**config.mk**
```make
export PLATFORM = sky130hd
export DESIGN_NAME = bitmap_first_free_allocator_unit
export DESIGN_NICKNAME = d
export VERILOG_FILES = /design/src/rtl/bffa_pkg.sv /design/src/rtl/bitmap_first_free_allocator_unit.sv
export VERILOG_INCLUDE_DIRS = /design/src /design/src/rtl
export SDC_FILE = /design/constraint.sdc
export NUM_CORES = 1
export LEC_CHECK = 0
export ABC_AREA = 1
export ABC_CLOCK_PERIOD_IN_PS = 3950
export BUFFER_PORTS_ARGS = -buffer_cell sky130_fd_sc_hd__buf_2
export CAP_MARGIN = 20
export CORE_ASPECT_RATIO = 1.2
export CORE_UTILIZATION = 25
export CTS_CLUSTER_SIZE = 20
export DETAILED_ROUTE_END_ITERATION = 8
export PLACE_DENSITY = 0.39
export SKIP_CTS_REPAIR_TIMING = 1
export SYNTH_ARGS = -nofsm -noshare
export SYNTH_HDL_FRONTEND = slang
export SYNTH_SLANG_ARGS = --single-unit
```
**constraint.sdc**
```tcl
create_clock -name clk -period 3.95 [get_ports clk]
set_input_delay 0.1975 -clock clk [delete_from_list [all_inputs] [get_ports clk]]
set_output_delay 0.1975 -clock clk [all_outputs]
set_load 0.05 [all_outputs]
```
**src/rtl/bitmap_first_free_allocator_unit_macros.svh**
```systemverilog
// Assertion macros for the bitmap allocator
`ifndef BITMAP_FIRST_FREE_ALLOCATOR_UNIT_MACROS_SVH
`define BITMAP_FIRST_FREE_ALLOCATOR_UNIT_MACROS_SVH

`ifndef SYNTHESIS

// same-cycle implication
`define BFFA_ASSERT_IMP(name, ante, cons, msg) \
    name: assert property (@(posedge clk) disable iff (!rst_n) (ante) |-> (cons)) \
        else $error(msg);

// next-cycle implication
`define BFFA_ASSERT_NXT(name, ante, cons, msg) \
    name: assert property (@(posedge clk) disable iff (!rst_n) (ante) |=> (cons)) \
        else $error(msg);

`else

`define BFFA_ASSERT_IMP(name, ante, cons, msg)
`define BFFA_ASSERT_NXT(name, ante, cons, msg)

`endif

`endif

```
**src/rtl/bffa_pkg.sv**
```systemverilog
package bffa_pkg;

    // bitmap geometry
    localparam int WORDS     = 32;
    localparam int WORD_BITS = 32;
    localparam int WORD_AW   = $clog2(WORDS);
    localparam int BIT_AW    = $clog2(WORD_BITS);

    // field widths
    localparam int OP_W  = 3;
    localparam int IDX_W = 10;
    localparam int CNT_W = 6;
    localparam int RES_W = WORD_AW + BIT_AW;

    localparam logic [CNT_W-1:0] WORDS_IN_USE_RST = CNT_W'(32);

    // opcodes
    localparam logic [OP_W-1:0] OP_SET     = 3'd0;
    localparam logic [OP_W-1:0] OP_CLEAR   = 3'd1;
    localparam logic [OP_W-1:0] OP_TEST    = 3'd2;
    localparam logic [OP_W-1:0] OP_FIND    = 3'd3;
    localparam logic [OP_W-1:0] OP_ALLOC   = 3'd4;
    localparam logic [OP_W-1:0] OP_CLR_ALL = 3'd5;

    // controller states
    typedef enum logic [2:0] {
        S_IDLE = 3'b001,
        S_RMW  = 3'b010,
        S_SCAN = 3'b100
    } state_t;

    // position of the lowest zero bit of a word
    function automatic logic [BIT_AW-1:0] lowest_zero(input logic [WORD_BITS-1:0] w);
        logic [WORD_BITS-1:0] inv;
        logic [WORD_BITS-1:0] iso;
        logic [BIT_AW-1:0]    pos;
        inv = ~w;
        iso = inv & (~inv + WORD_BITS'(1));
        pos = '0;
        for (int b = 0; b < WORD_BITS; b++)
        begin
            if (iso[b])
            begin
                pos = pos | BIT_AW'(b);
            end
        end
        return pos;
    endfunction

endpackage

```
**src/rtl/bitmap_first_free_allocator_unit.sv**
```systemverilog
// Channel   Handshake            Payload
// -------   ------------------   -----------------------------------
// command   start / busy         opcode, bit_index
// result    done (1-cycle pulse) found, result_index, index_error
// config    cfg_we               cfg_wdata (words_in_use)
//
// Set, clear, test in range: memory read, then write back (set, clear) or bit test (test).
// Find, allocate: words scanned in order from word 0 (at most words_in_use, capped at 32),
//   one word per cycle through the single memory read port.
// Clear all, out-of-range index, unused opcode: result next cycle, busy stays low.
// Reset clears 32 per-word valid flags at once; clear all drops the flags of the words in use at once.
// The result pulse cannot be held off; start is taken whenever busy is low.
`include "bitmap_first_free_allocator_unit_macros.svh"

module bitmap_first_free_allocator_unit
    import bffa_pkg::*;
(
    input  logic              clk,
    input  logic              rst_n,
    input  logic              start,
    output logic              busy,
    input  logic [OP_W-1:0]   opcode,
    input  logic [IDX_W-1:0]  bit_index,
    output logic              done,
    output logic              found,
    output logic [IDX_W-1:0]  result_index,
    output logic              index_error,
    input  logic              cfg_we,
    input  logic [CNT_W-1:0]  cfg_wdata
);

    // control and payload registers
    state_t               state_reg, state_next;
    logic [OP_W-1:0]      op_reg, op_next;
    logic [WORD_AW-1:0]   word_reg, word_next;
    logic [BIT_AW-1:0]    off_reg, off_next;
    logic [WORD_AW-1:0]   scan_w_reg, scan_w_next;
    logic [WORDS-1:0]     valid_reg, valid_next;
    logic [CNT_W-1:0]     words_in_use_reg;
    logic                 done_reg, done_next;
    logic                 found_reg, found_next;
    logic [IDX_W-1:0]     result_index_reg, result_index_next;
    logic                 index_error_reg, index_error_next;

    // memory and its ports
    logic [WORD_BITS-1:0] mem [WORDS];
    logic [WORD_BITS-1:0] rd_data_reg;
    logic                 rd_valid_reg;
    logic                 rd_en;
    logic [WORD_AW-1:0]   rd_addr;
    logic                 wr_en;
    logic [WORD_AW-1:0]   wr_addr;
    logic [WORD_BITS-1:0] wr_data;

    // decode helpers
    logic                 accept;
    logic [CNT_W-1:0]     n_words;
    logic [IDX_W-1:0]     in_word;
    logic                 in_range;
    logic [WORD_BITS-1:0] cur_word;
    logic [WORD_BITS-1:0] bit_mask;
    logic [BIT_AW-1:0]    free_pos;
    logic [RES_W-1:0]     free_full;
    logic                 last_word;

    assign accept   = start && !busy;
    assign n_words  = (words_in_use_reg > CNT_W'(WORDS)) ? CNT_W'(WORDS) : words_in_use_reg;
    assign in_word  = bit_index >> BIT_AW;
    assign in_range = in_word < IDX_W'(n_words);

    // word read last cycle; unwritten words read as zero
    assign cur_word  = rd_valid_reg ? rd_data_reg : '0;
    assign bit_mask  = WORD_BITS'(1) << off_reg;
    assign free_pos  = lowest_zero(cur_word);
    assign free_full = {scan_w_reg, free_pos};
    assign last_word = (CNT_W'(scan_w_reg) + CNT_W'(1)) >= n_words;

    // next-state logic
    always_comb
    begin
        state_next        = state_reg;
        op_next           = op_reg;
        word_next         = word_reg;
        off_next          = off_reg;
        scan_w_next       = scan_w_reg;
        valid_next        = valid_reg;
        done_next         = 1'b0;
        found_next        = found_reg;
        result_index_next = result_index_reg;
        index_error_next  = index_error_reg;
        rd_en             = 1'b0;
        rd_addr           = '0;
        wr_en             = 1'b0;
        wr_addr           = word_reg;
        wr_data           = cur_word;

        case (state_reg)
            S_IDLE:
            begin
                if (accept)
                begin
                    op_next           = opcode;
                    word_next         = WORD_AW'(in_word);
                    off_next          = bit_index[BIT_AW-1:0];
                    found_next        = 1'b0;
                    result_index_next = '0;
                    index_error_next  = 1'b0;
                    if (opcode == OP_SET || opcode == OP_CLEAR || opcode == OP_TEST)
                    begin
                        if (in_range)
                        begin
                            rd_en      = 1'b1;
                            rd_addr    = WORD_AW'(in_word);
                            state_next = S_RMW;
                        end
                        else
                        begin
                            index_error_next = 1'b1;
                            done_next        = 1'b1;
                        end
                    end
                    else if (opcode == OP_FIND || opcode == OP_ALLOC)
                    begin
                        if (n_words != '0)
                        begin
                            rd_en       = 1'b1;
                            rd_addr     = '0;
                            scan_w_next = '0;
                            state_next  = S_SCAN;
                        end
                        else
                        begin
                            done_next = 1'b1;
                        end
                    end
                    else if (opcode == OP_CLR_ALL)
                    begin
                        for (int i = 0; i < WORDS; i++)
                        begin
                            if (CNT_W'(i) < n_words)
                            begin
                                valid_next[i] = 1'b0;
                            end
                        end
                        done_next = 1'b1;
                    end
                    else
                    begin
                        done_next = 1'b1;
                    end
                end
            end

            S_RMW:
            begin
                wr_addr = word_reg;
                if (op_reg == OP_SET)
                begin
                    wr_en   = 1'b1;
                    wr_data = cur_word | bit_mask;
                end
                else if (op_reg == OP_CLEAR)
                begin
                    wr_en   = 1'b1;
                    wr_data = cur_word & ~bit_mask;
                end
                else
                begin
                    found_next = |(cur_word & bit_mask);
                end
                if (wr_en)
                begin
                    valid_next[word_reg] = 1'b1;
                end
                done_next  = 1'b1;
                state_next = S_IDLE;
            end

            S_SCAN:
            begin
                // keep the read port busy with the next word
                rd_en   = 1'b1;
                rd_addr = scan_w_reg + WORD_AW'(1);
                if (!(&cur_word))
                begin
                    found_next        = 1'b1;
                    result_index_next = IDX_W'(free_full);
                    if (op_reg == OP_ALLOC)
                    begin
                        wr_en                  = 1'b1;
                        wr_addr                = scan_w_reg;
                        wr_data                = cur_word | (WORD_BITS'(1) << free_pos);
                        valid_next[scan_w_reg] = 1'b1;
                    end
                    done_next  = 1'b1;
                    state_next = S_IDLE;
                end
                else if (last_word)
                begin
                    done_next  = 1'b1;
                    state_next = S_IDLE;
                end
                else
                begin
                    scan_w_next = scan_w_reg + WORD_AW'(1);
                end
            end

            default:
            begin
                state_next = S_IDLE;
            end
        endcase
    end

    // bitmap memory, one read and one write port
    always_ff @(posedge clk)
    begin
        if (wr_en)
        begin
            mem[wr_addr] <= wr_data;
        end
        if (rd_en)
        begin
            rd_data_reg  <= mem[rd_addr];
            rd_valid_reg <= valid_reg[rd_addr];
        end
    end

    // control registers
    always_ff @(posedge clk or negedge rst_n)
    begin
        if (!rst_n)
        begin
            state_reg        <= S_IDLE;
            valid_reg        <= '0;
            words_in_use_reg <= WORDS_IN_USE_RST;
            done_reg         <= 1'b0;
            found_reg        <= 1'b0;
            result_index_reg <= '0;
            index_error_reg  <= 1'b0;
        end
        else
        begin
            state_reg        <= state_next;
            valid_reg        <= valid_next;
            done_reg         <= done_next;
            found_reg        <= found_next;
            result_index_reg <= result_index_next;
            index_error_reg  <= index_error_next;
            if (cfg_we)
            begin
                words_in_use_reg <= cfg_wdata;
            end
        end
    end

    // item context
    always_ff @(posedge clk)
    begin
        op_reg     <= op_next;
        word_reg   <= word_next;
        off_reg    <= off_next;
        scan_w_reg <= scan_w_next;
    end

    assign busy         = (state_reg != S_IDLE);
    assign done         = done_reg;
    assign found        = found_reg;
    assign result_index = result_index_reg;
    assign index_error  = index_error_reg;

    // checks
    `BFFA_ASSERT_NXT(a_rmw_one_cycle, state_reg == S_RMW, done_reg && !busy, "rmw did not finish")
    `BFFA_ASSERT_IMP(a_state_onehot, 1'b1, $onehot(state_reg), "state not one-hot")
    `BFFA_ASSERT_IMP(a_err_not_found, done_reg && index_error_reg, !found_reg, "error with found")
    `BFFA_ASSERT_NXT(a_alloc_write_ends, state_reg == S_SCAN && wr_en, !busy, "scan kept going")
    `BFFA_ASSERT_NXT(a_clr_all_fast, accept && opcode == OP_CLR_ALL, done_reg && !busy, "clear all slow")

endmodule
```
After elaboration in Yosys (flattened, before gate mapping)
Memory sizes are Yosys's and may differ from the RTL's. A register that Yosys moved wholly into a read port is not among the register bits.
Index checks and enable logic that the tools add are counted.
{ "totals": {"ff_bits": 73, "inputBits": 23, "memories": 1, "ram_bits": 1024, "word_cells": 628, "out_inout_bits": 14} }
{ "memory_table": {"columns": ["memory", "words", "word_bits", "rd", "rd_ports_with_merged_regs", "write_ports", "line_no", "text"], "rows": [
  ["mem", 32, 32, 1, 1, 1, "bitmap_first_free_allocator_unit.sv:46", "logic [WORD_BITS-1:0] mem [WORDS];"]
]} }
{ "op_classes": {"shift": 2, "n_mux": 418, "magnitude_cmp": 40, "n_addsub": 3, "eq_ne": 60, "n_reduce_logical": 51, "bitwise": 10} }
{ "ops": {"columns": ["cell", "count"], "rows": [
  ["32-bit 2-to-1 mux", 32],
  ["5-bit 2-to-1 mux", 62],
  ["9-bit AND reduction", 32],
  ["1-bit 2-to-1 mux", 267],
  ["32-bit OR", 4],
  ["32-bit AND", 3],
  ["5-bit by 6-bit < comparator with 1-bit output, first input constant", 16],
  ["32-bit NOT", 3],
  ["32-bit case mux with 3 select lines", 1],
  ["2-bit inequality test, second input constant", 45],
  ["3-bit 2-to-1 mux", 29],
  ["32-bit case mux with 2 select lines", 1],
  ["1-bit by 5-bit << shifter with 32-bit output, first input constant", 2],
  ["4-bit by 6-bit < comparator with 1-bit output, first input constant", 8],
  ["10-bit 2-to-1 mux", 4],
  ["32-bit by 1-bit adder with 32-bit output, second input constant", 1],
  ["4-bit 2-to-1 mux", 8],
  ["32-bit AND reduction", 1],
  ["32-bit OR reduction", 1],
  ["3-bit by 6-bit < comparator with 1-bit output, first input constant", 4],
  ["10-bit case mux with 2 select lines", 1],
  ["5-bit case mux with 2 select lines", 2],
  ["5-bit by 6-bit < comparator with 1-bit output, second input constant", 3],
  ["3-bit equality test, second input constant", 4],
  ["other kinds (30)", 50]
]} }

Longest topological paths before layout
{ "logic_depth": {"word_depth": 44, "depth_mapped": 22, "ltp_nobuf": 20} }

Worst setup path before layout
OpenSTA, ideal clock, no wires.
{ "synth_path": {"path_type": "reg2reg", "start": "register rd_valid_reg", "end": "memory mem[28][0], enable pin", "setup_ns": 0.421, "t_arrival_ns": 3.422, "period_less_slack_ns": 3.843, "path_stages_with_launch": 18, "required_ns": 3.529, "path_slack_ns": 0.107, "path_cell_list": "edfxtp_1 buf_4 buf_6 nand2_2 inv_2 nand2_1 nor2_1 nand2_1 nor2_1 and2_2 nor2_2 nand2_2 buf_4 o21ai_2 inv_2 nor2_1 nand2_1 nor2_1"} }
{ "synth_via": {"elab_chain_len": 7, "elab_cells_between_ends": 10} }
{ "synth_rtl": {"columns": ["element", "line_no", "text"], "rows": [
  ["start: declaration", "bitmap_first_free_allocator_unit.sv:48", "logic rd_valid_reg;"],
  ["start signal: assignment", "bitmap_first_free_allocator_unit.sv:226", "rd_valid_reg <= valid_reg[rd_addr];"],
  ["32-bit 2-to-1 mux *", "bitmap_first_free_allocator_unit.sv:72", "assign cur_word = rd_valid_reg ? rd_data_reg : '0;"],
  ["32-bit AND reduction *", "bitmap_first_free_allocator_unit.sv:184", "if (!(&cur_word))"],
  ["1-bit 2-to-1 mux", "bitmap_first_free_allocator_unit.sv:184", null],
  ["1-bit 2-to-1 mux", "bitmap_first_free_allocator_unit.sv:97", "case (state_reg)"],
  ["1-bit case mux with 2 select lines", "bitmap_first_free_allocator_unit.sv:97", null],
  ["1-bit 2-to-1 mux", "bitmap_first_free_allocator_unit.sv:219", "if (wr_en)"],
  ["1-bit 2-to-1 mux (not written as such)", "bitmap_first_free_allocator_unit.sv:221", "mem[wr_addr] <= wr_data;"],
  ["end: declaration", "bitmap_first_free_allocator_unit.sv:46", null]
]} }
Every way passes the cells marked *; elsewhere a longest branch is shown, timed or not. The select of a mux whose other input is x is not followed.

Worst setup path in the final report
{ "layout_path": {"start": "register words_in_use_reg[0]", "end": "register rd_data_reg[9] (read register of mem) (data pin)"} }
{ "layout_via": {"elab_chain_len": 18, "elab_cells_between_ends": 33} }
{ "layout_rtl": {"columns": ["element", "line_no", "text"], "rows": [
  ["start: declaration", "bitmap_first_free_allocator_unit.sv:39", "logic [CNT_W-1:0] words_in_use_reg;"],
  ["start signal: assignment", "bitmap_first_free_allocator_unit.sv:253", "words_in_use_reg <= cfg_wdata;"],
  ["6-bit > comparator", "bitmap_first_free_allocator_unit.sv:67", "assign n_words = (words_in_use_reg > CNT_W'(WORDS)) ? CNT_W'(WORDS) : words_in_use_reg;"],
  ["6-bit 2-to-1 mux *", "bitmap_first_free_allocator_unit.sv:67", null],
  ["6-bit nonzero test", "bitmap_first_free_allocator_unit.sv:124", "if (n_words != '0)"],
  ["1-bit 2-to-1 mux", "bitmap_first_free_allocator_unit.sv:124", null],
  ["1-bit 2-to-1 mux", "bitmap_first_free_allocator_unit.sv:122", "else if (opcode == OP_FIND || opcode == OP_ALLOC)"],
  ["1-bit 2-to-1 mux", "bitmap_first_free_allocator_unit.sv:108", "if (opcode == OP_SET || opcode == OP_CLEAR || opcode == OP_TEST)"],
  ["1-bit 2-to-1 mux", "bitmap_first_free_allocator_unit.sv:100", "if (accept)"],
  ["1-bit 2-to-1 mux", "bitmap_first_free_allocator_unit.sv:97", null],
  ["[2 not listed]", null, null],
  ["1-bit 2-to-1 mux", "bitmap_first_free_allocator_unit.sv:100", null],
  ["1-bit 2-to-1 mux", "bitmap_first_free_allocator_unit.sv:97", null],
  ["1-bit 2-to-1 mux", "bitmap_first_free_allocator_unit.sv:108", null],
  ["1-bit 2-to-1 mux", "bitmap_first_free_allocator_unit.sv:100", null],
  ["1-bit 2-to-1 mux", "bitmap_first_free_allocator_unit.sv:97", null],
  ["1-bit 2-to-1 mux", "bitmap_first_free_allocator_unit.sv:100", null],
  ["1-bit 2-to-1 mux", "bitmap_first_free_allocator_unit.sv:97", null],
  ["1-bit case mux with 2 select lines", "bitmap_first_free_allocator_unit.sv:97", null],
  ["end: declaration", "bitmap_first_free_allocator_unit.sv:47", "logic [WORD_BITS-1:0] rd_data_reg;"]
]} }
Marked as above.
A chain may end at the register's enable or synchronous reset.

==> out/qor.csv <==
metric;value;unit
cts_tree;built;
root_buffer;clkbuf_16;
syn_to_final_growth;19.4;%
whs;0.105;ns
r2r_cells;21;
antenna_found_initial;5;
wl;200000;um
placementRows;184;
h-tree-depth;3;
slew_viol_final;0;
drive_above_1_share;10.5;%
hold_viol;0;
cp_data_required_time;4.45;ns
period_share;94.3;%
route.detailed.drc;0;
grt_overflow;0;
slowest_stage;dfrtp_1;
cts_made_buffers;120;
start_kind;flop;
hpwl;116000;um
wire_per_inst;23.6;um
nNetsFinal;5611;
synthesis.area_per_instance;9.74;um^2
portBuffers;36;
slew_headroom;49.4;%
place_congestion;0.870;
ys_async_sr_fraction;4.78;%
synthFlopType;edfxtp_1;
final_core_util;30.1;%
place_ws;-0.0800;ns
peakVddDrop;395;uV
grt_max_degree;116;
worstReg2RegStart;words_in_use_reg[0];
ys_warn_count;0;
die_w;423;um
reg2reg_to;rd_data_reg[9];
setup_viol;0;
cp.depth;21;
reg2reg_slack;0.22;ns
largest_reg_flops;1024;
powerDensity;644;nW/um^2
viasPerCell;4.72;
min_path_type;in -> async;
clk_path_buf_depth;3;
synth_cells;5449;
drv_cap;0;
io-pin-count;37;
synth_edf_count;1075;
drtIter0Drc;3286;
crit_family;simple AND/OR/NAND/NOR gates;
setup-tns-final;0;ns
seq_area_frac_synth;63.4;%
vias;39900;
cp_data_arrival_time;4.22;ns
fillers;21800;
finClkSkew;0.0561;ns
synth_fp_nets;5486;
status;complete, no violations;
ant_nets;0;
start_util;25.3;%
grt.total_usage;18.2;%
worstMarginPinSlew;0.759;ns
crit_path_end_kind;flop;
core;210000;um^2
max_freq;0.268;GHz
clk_pin_slew;0.06;ns
critPathKind;reg -> reg;
rsz0062_at_grt;yes;
cts.sinks;1129;
clk_latency;0.79;ns
drtPass1Iterations;6;
ys_ff_latch;1129;
worst_slack;0.223;ns
p_leak;24.8;nW
grt_pass1_vias;39100;
syn_area;53100;um^2
crit_chain;nor2_1 > nand3_1 > nand2_1 > inv_1 > nor2_1 > inv_1 > ha_1 > a21oi_1 > nor2_1 > a21oi_2 > nand4_1 > nand2_4 > buf_4 > inv_8 > buf_12 > nand3_1 > nand3_1 > nand3_1 > nand2_1 > nand2_1 > nand2_1;
grt_pass1_wl;287000;um
crit_fanout;34;
crit_buf_inv;5;
dieHeight;507;um
slowest_delay;0.40;ns
dieArea;214000;um^2
synth_cell_types;54;
timing.final.crit_period;3.73;ns
-- per-layer routing --
metal | track usage, % | up-vias | wire length (um)
met5 | 0 | - | 12
met4 | 5.24 | 2 | 5200
met3 | 1.71 | 232 | 7490
met2 | 31.7 | 944 | 98700
met1 | 23.9 | 20000 | 88200
li1 | - | 18800 | -
-- power by group --
group	internal, mW	switching, mW
Combinational	3.75	9.99
Sequential	15.4	0.549
Clock	6.11	5.00
Total	25.3	15.5
-- synthesized netlist by cell type, types with 14 or more instances --
| cell | number | area share, % |
|---|---|---|
| clkbuf_1 | 169 | 1.2 |
| inv_2 | 24 | 0.17 |
| a31oi_1 | 14 | 0.16 |
| buf_1 | 62 | 0.44 |
| a21oi_1 | 95 | 0.90 |
| nor3_1 | 34 | 0.32 |
| nand4_1 | 25 | 0.29 |
| edfxtp_1 | 1075 | 61 |
| nand3b_1 | 131 | 1.9 |
| o21ai_0 | 72 | 0.68 |
| nand2_1 | 1360 | 9.6 |
| nor2_1 | 196 | 1.4 |
| o22ai_1 | 33 | 0.39 |
| ha_1 | 14 | 0.33 |
| buf_2 | 78 | 0.74 |
| nand3_1 | 1211 | 11 |
| dfrtp_1 | 52 | 2.5 |
| o221ai_1 | 23 | 0.38 |
| inv_1 | 665 | 4.7 |
-- kinds of logic (layout without fill, tap and decap cells) --
kind of cell	Yosys count	after routing	synth area share (%)
and+or+nand+nor	3015	3015	25.8
AOI/OAI and AO/OA	281	281	3.14
adders and majority gates	14	14	0.330
buffers and inverters	1010	1237	7.38
DFF	1129	1129	63.4
other	0	3	0
-- worst min-delay path: stages --
cell           delay (ns)
dlygate4sd3_1        0.52
buf_2                0.10
buf_4                0.59
-- area by class of cell --
class	count	area, um^2	share of cell area (%)
multi-input cells	3310	16000	25.3
well taps	2790	3490	5.51
clock inverters	74	637	1.00
inverters	696	2640	4.16
flip-flops and latches	1129	33600	53.1
clock buffers	150	3120	4.92
repair buffers	317	3840	6.06
diodes	3	7.51	0.0118
-- metrics by stage --
step / instance area (um^2) / power, mW / std cells
3_5_place_dp: 59000 / 29.9 / 8194
5_1_grt: 63400 / 42.8 / 8467
2_1_floorplan: 53100 / 23.5 / 5449
4_1_cts: 62800 / 41.1 / 8418
3_3_place_gp: 59000 / 29.9 / 8194
6_report: 63400 / 40.8 / 8469
-- worst max path at each step --
| stage | startpoint | end | slack (ns) |
|---|---|---|---|
| after CTS | words_in_use_reg[0] | rd_data_reg[2] | -0.11 |
| after detailed placement | words_in_use_reg[0] | rd_data_reg[2] | -0.08 |
| after global placement | words_in_use_reg[2] | rd_data_reg[2] | -0.22 |
| after global routing | words_in_use_reg[0] | rd_data_reg[9] | -0.05 |
| final | words_in_use_reg[0] | rd_data_reg[9] | 0.22 |
| after floorplan | rd_valid_reg | mem[28][0] | 0.11 |
-- placed cells by master, fill, tap and decap left out, types with 15 or more instances in the layout --
cell	instances
inv_2	23
nor2_4	40
clkinv_2	20
clkbuf_16	122
o221ai_2	21
inv_1	662
nor3_1	33
nand3b_1	131
clkinv_1	41
buf_4	129
buf_12	108
buf_2	36
dlygate4sd3_1	33
nand2_2	15
nor2_1	163
clkbuf_1	30
nand3_1	1210
nand2_1	1354
a21oi_1	94
edfxtp_1	1075
dfrtp_1	52
o21ai_0	70
nand4_1	25
o22ai_1	33
Note: power is estimated with default switching activity, not from simulation.
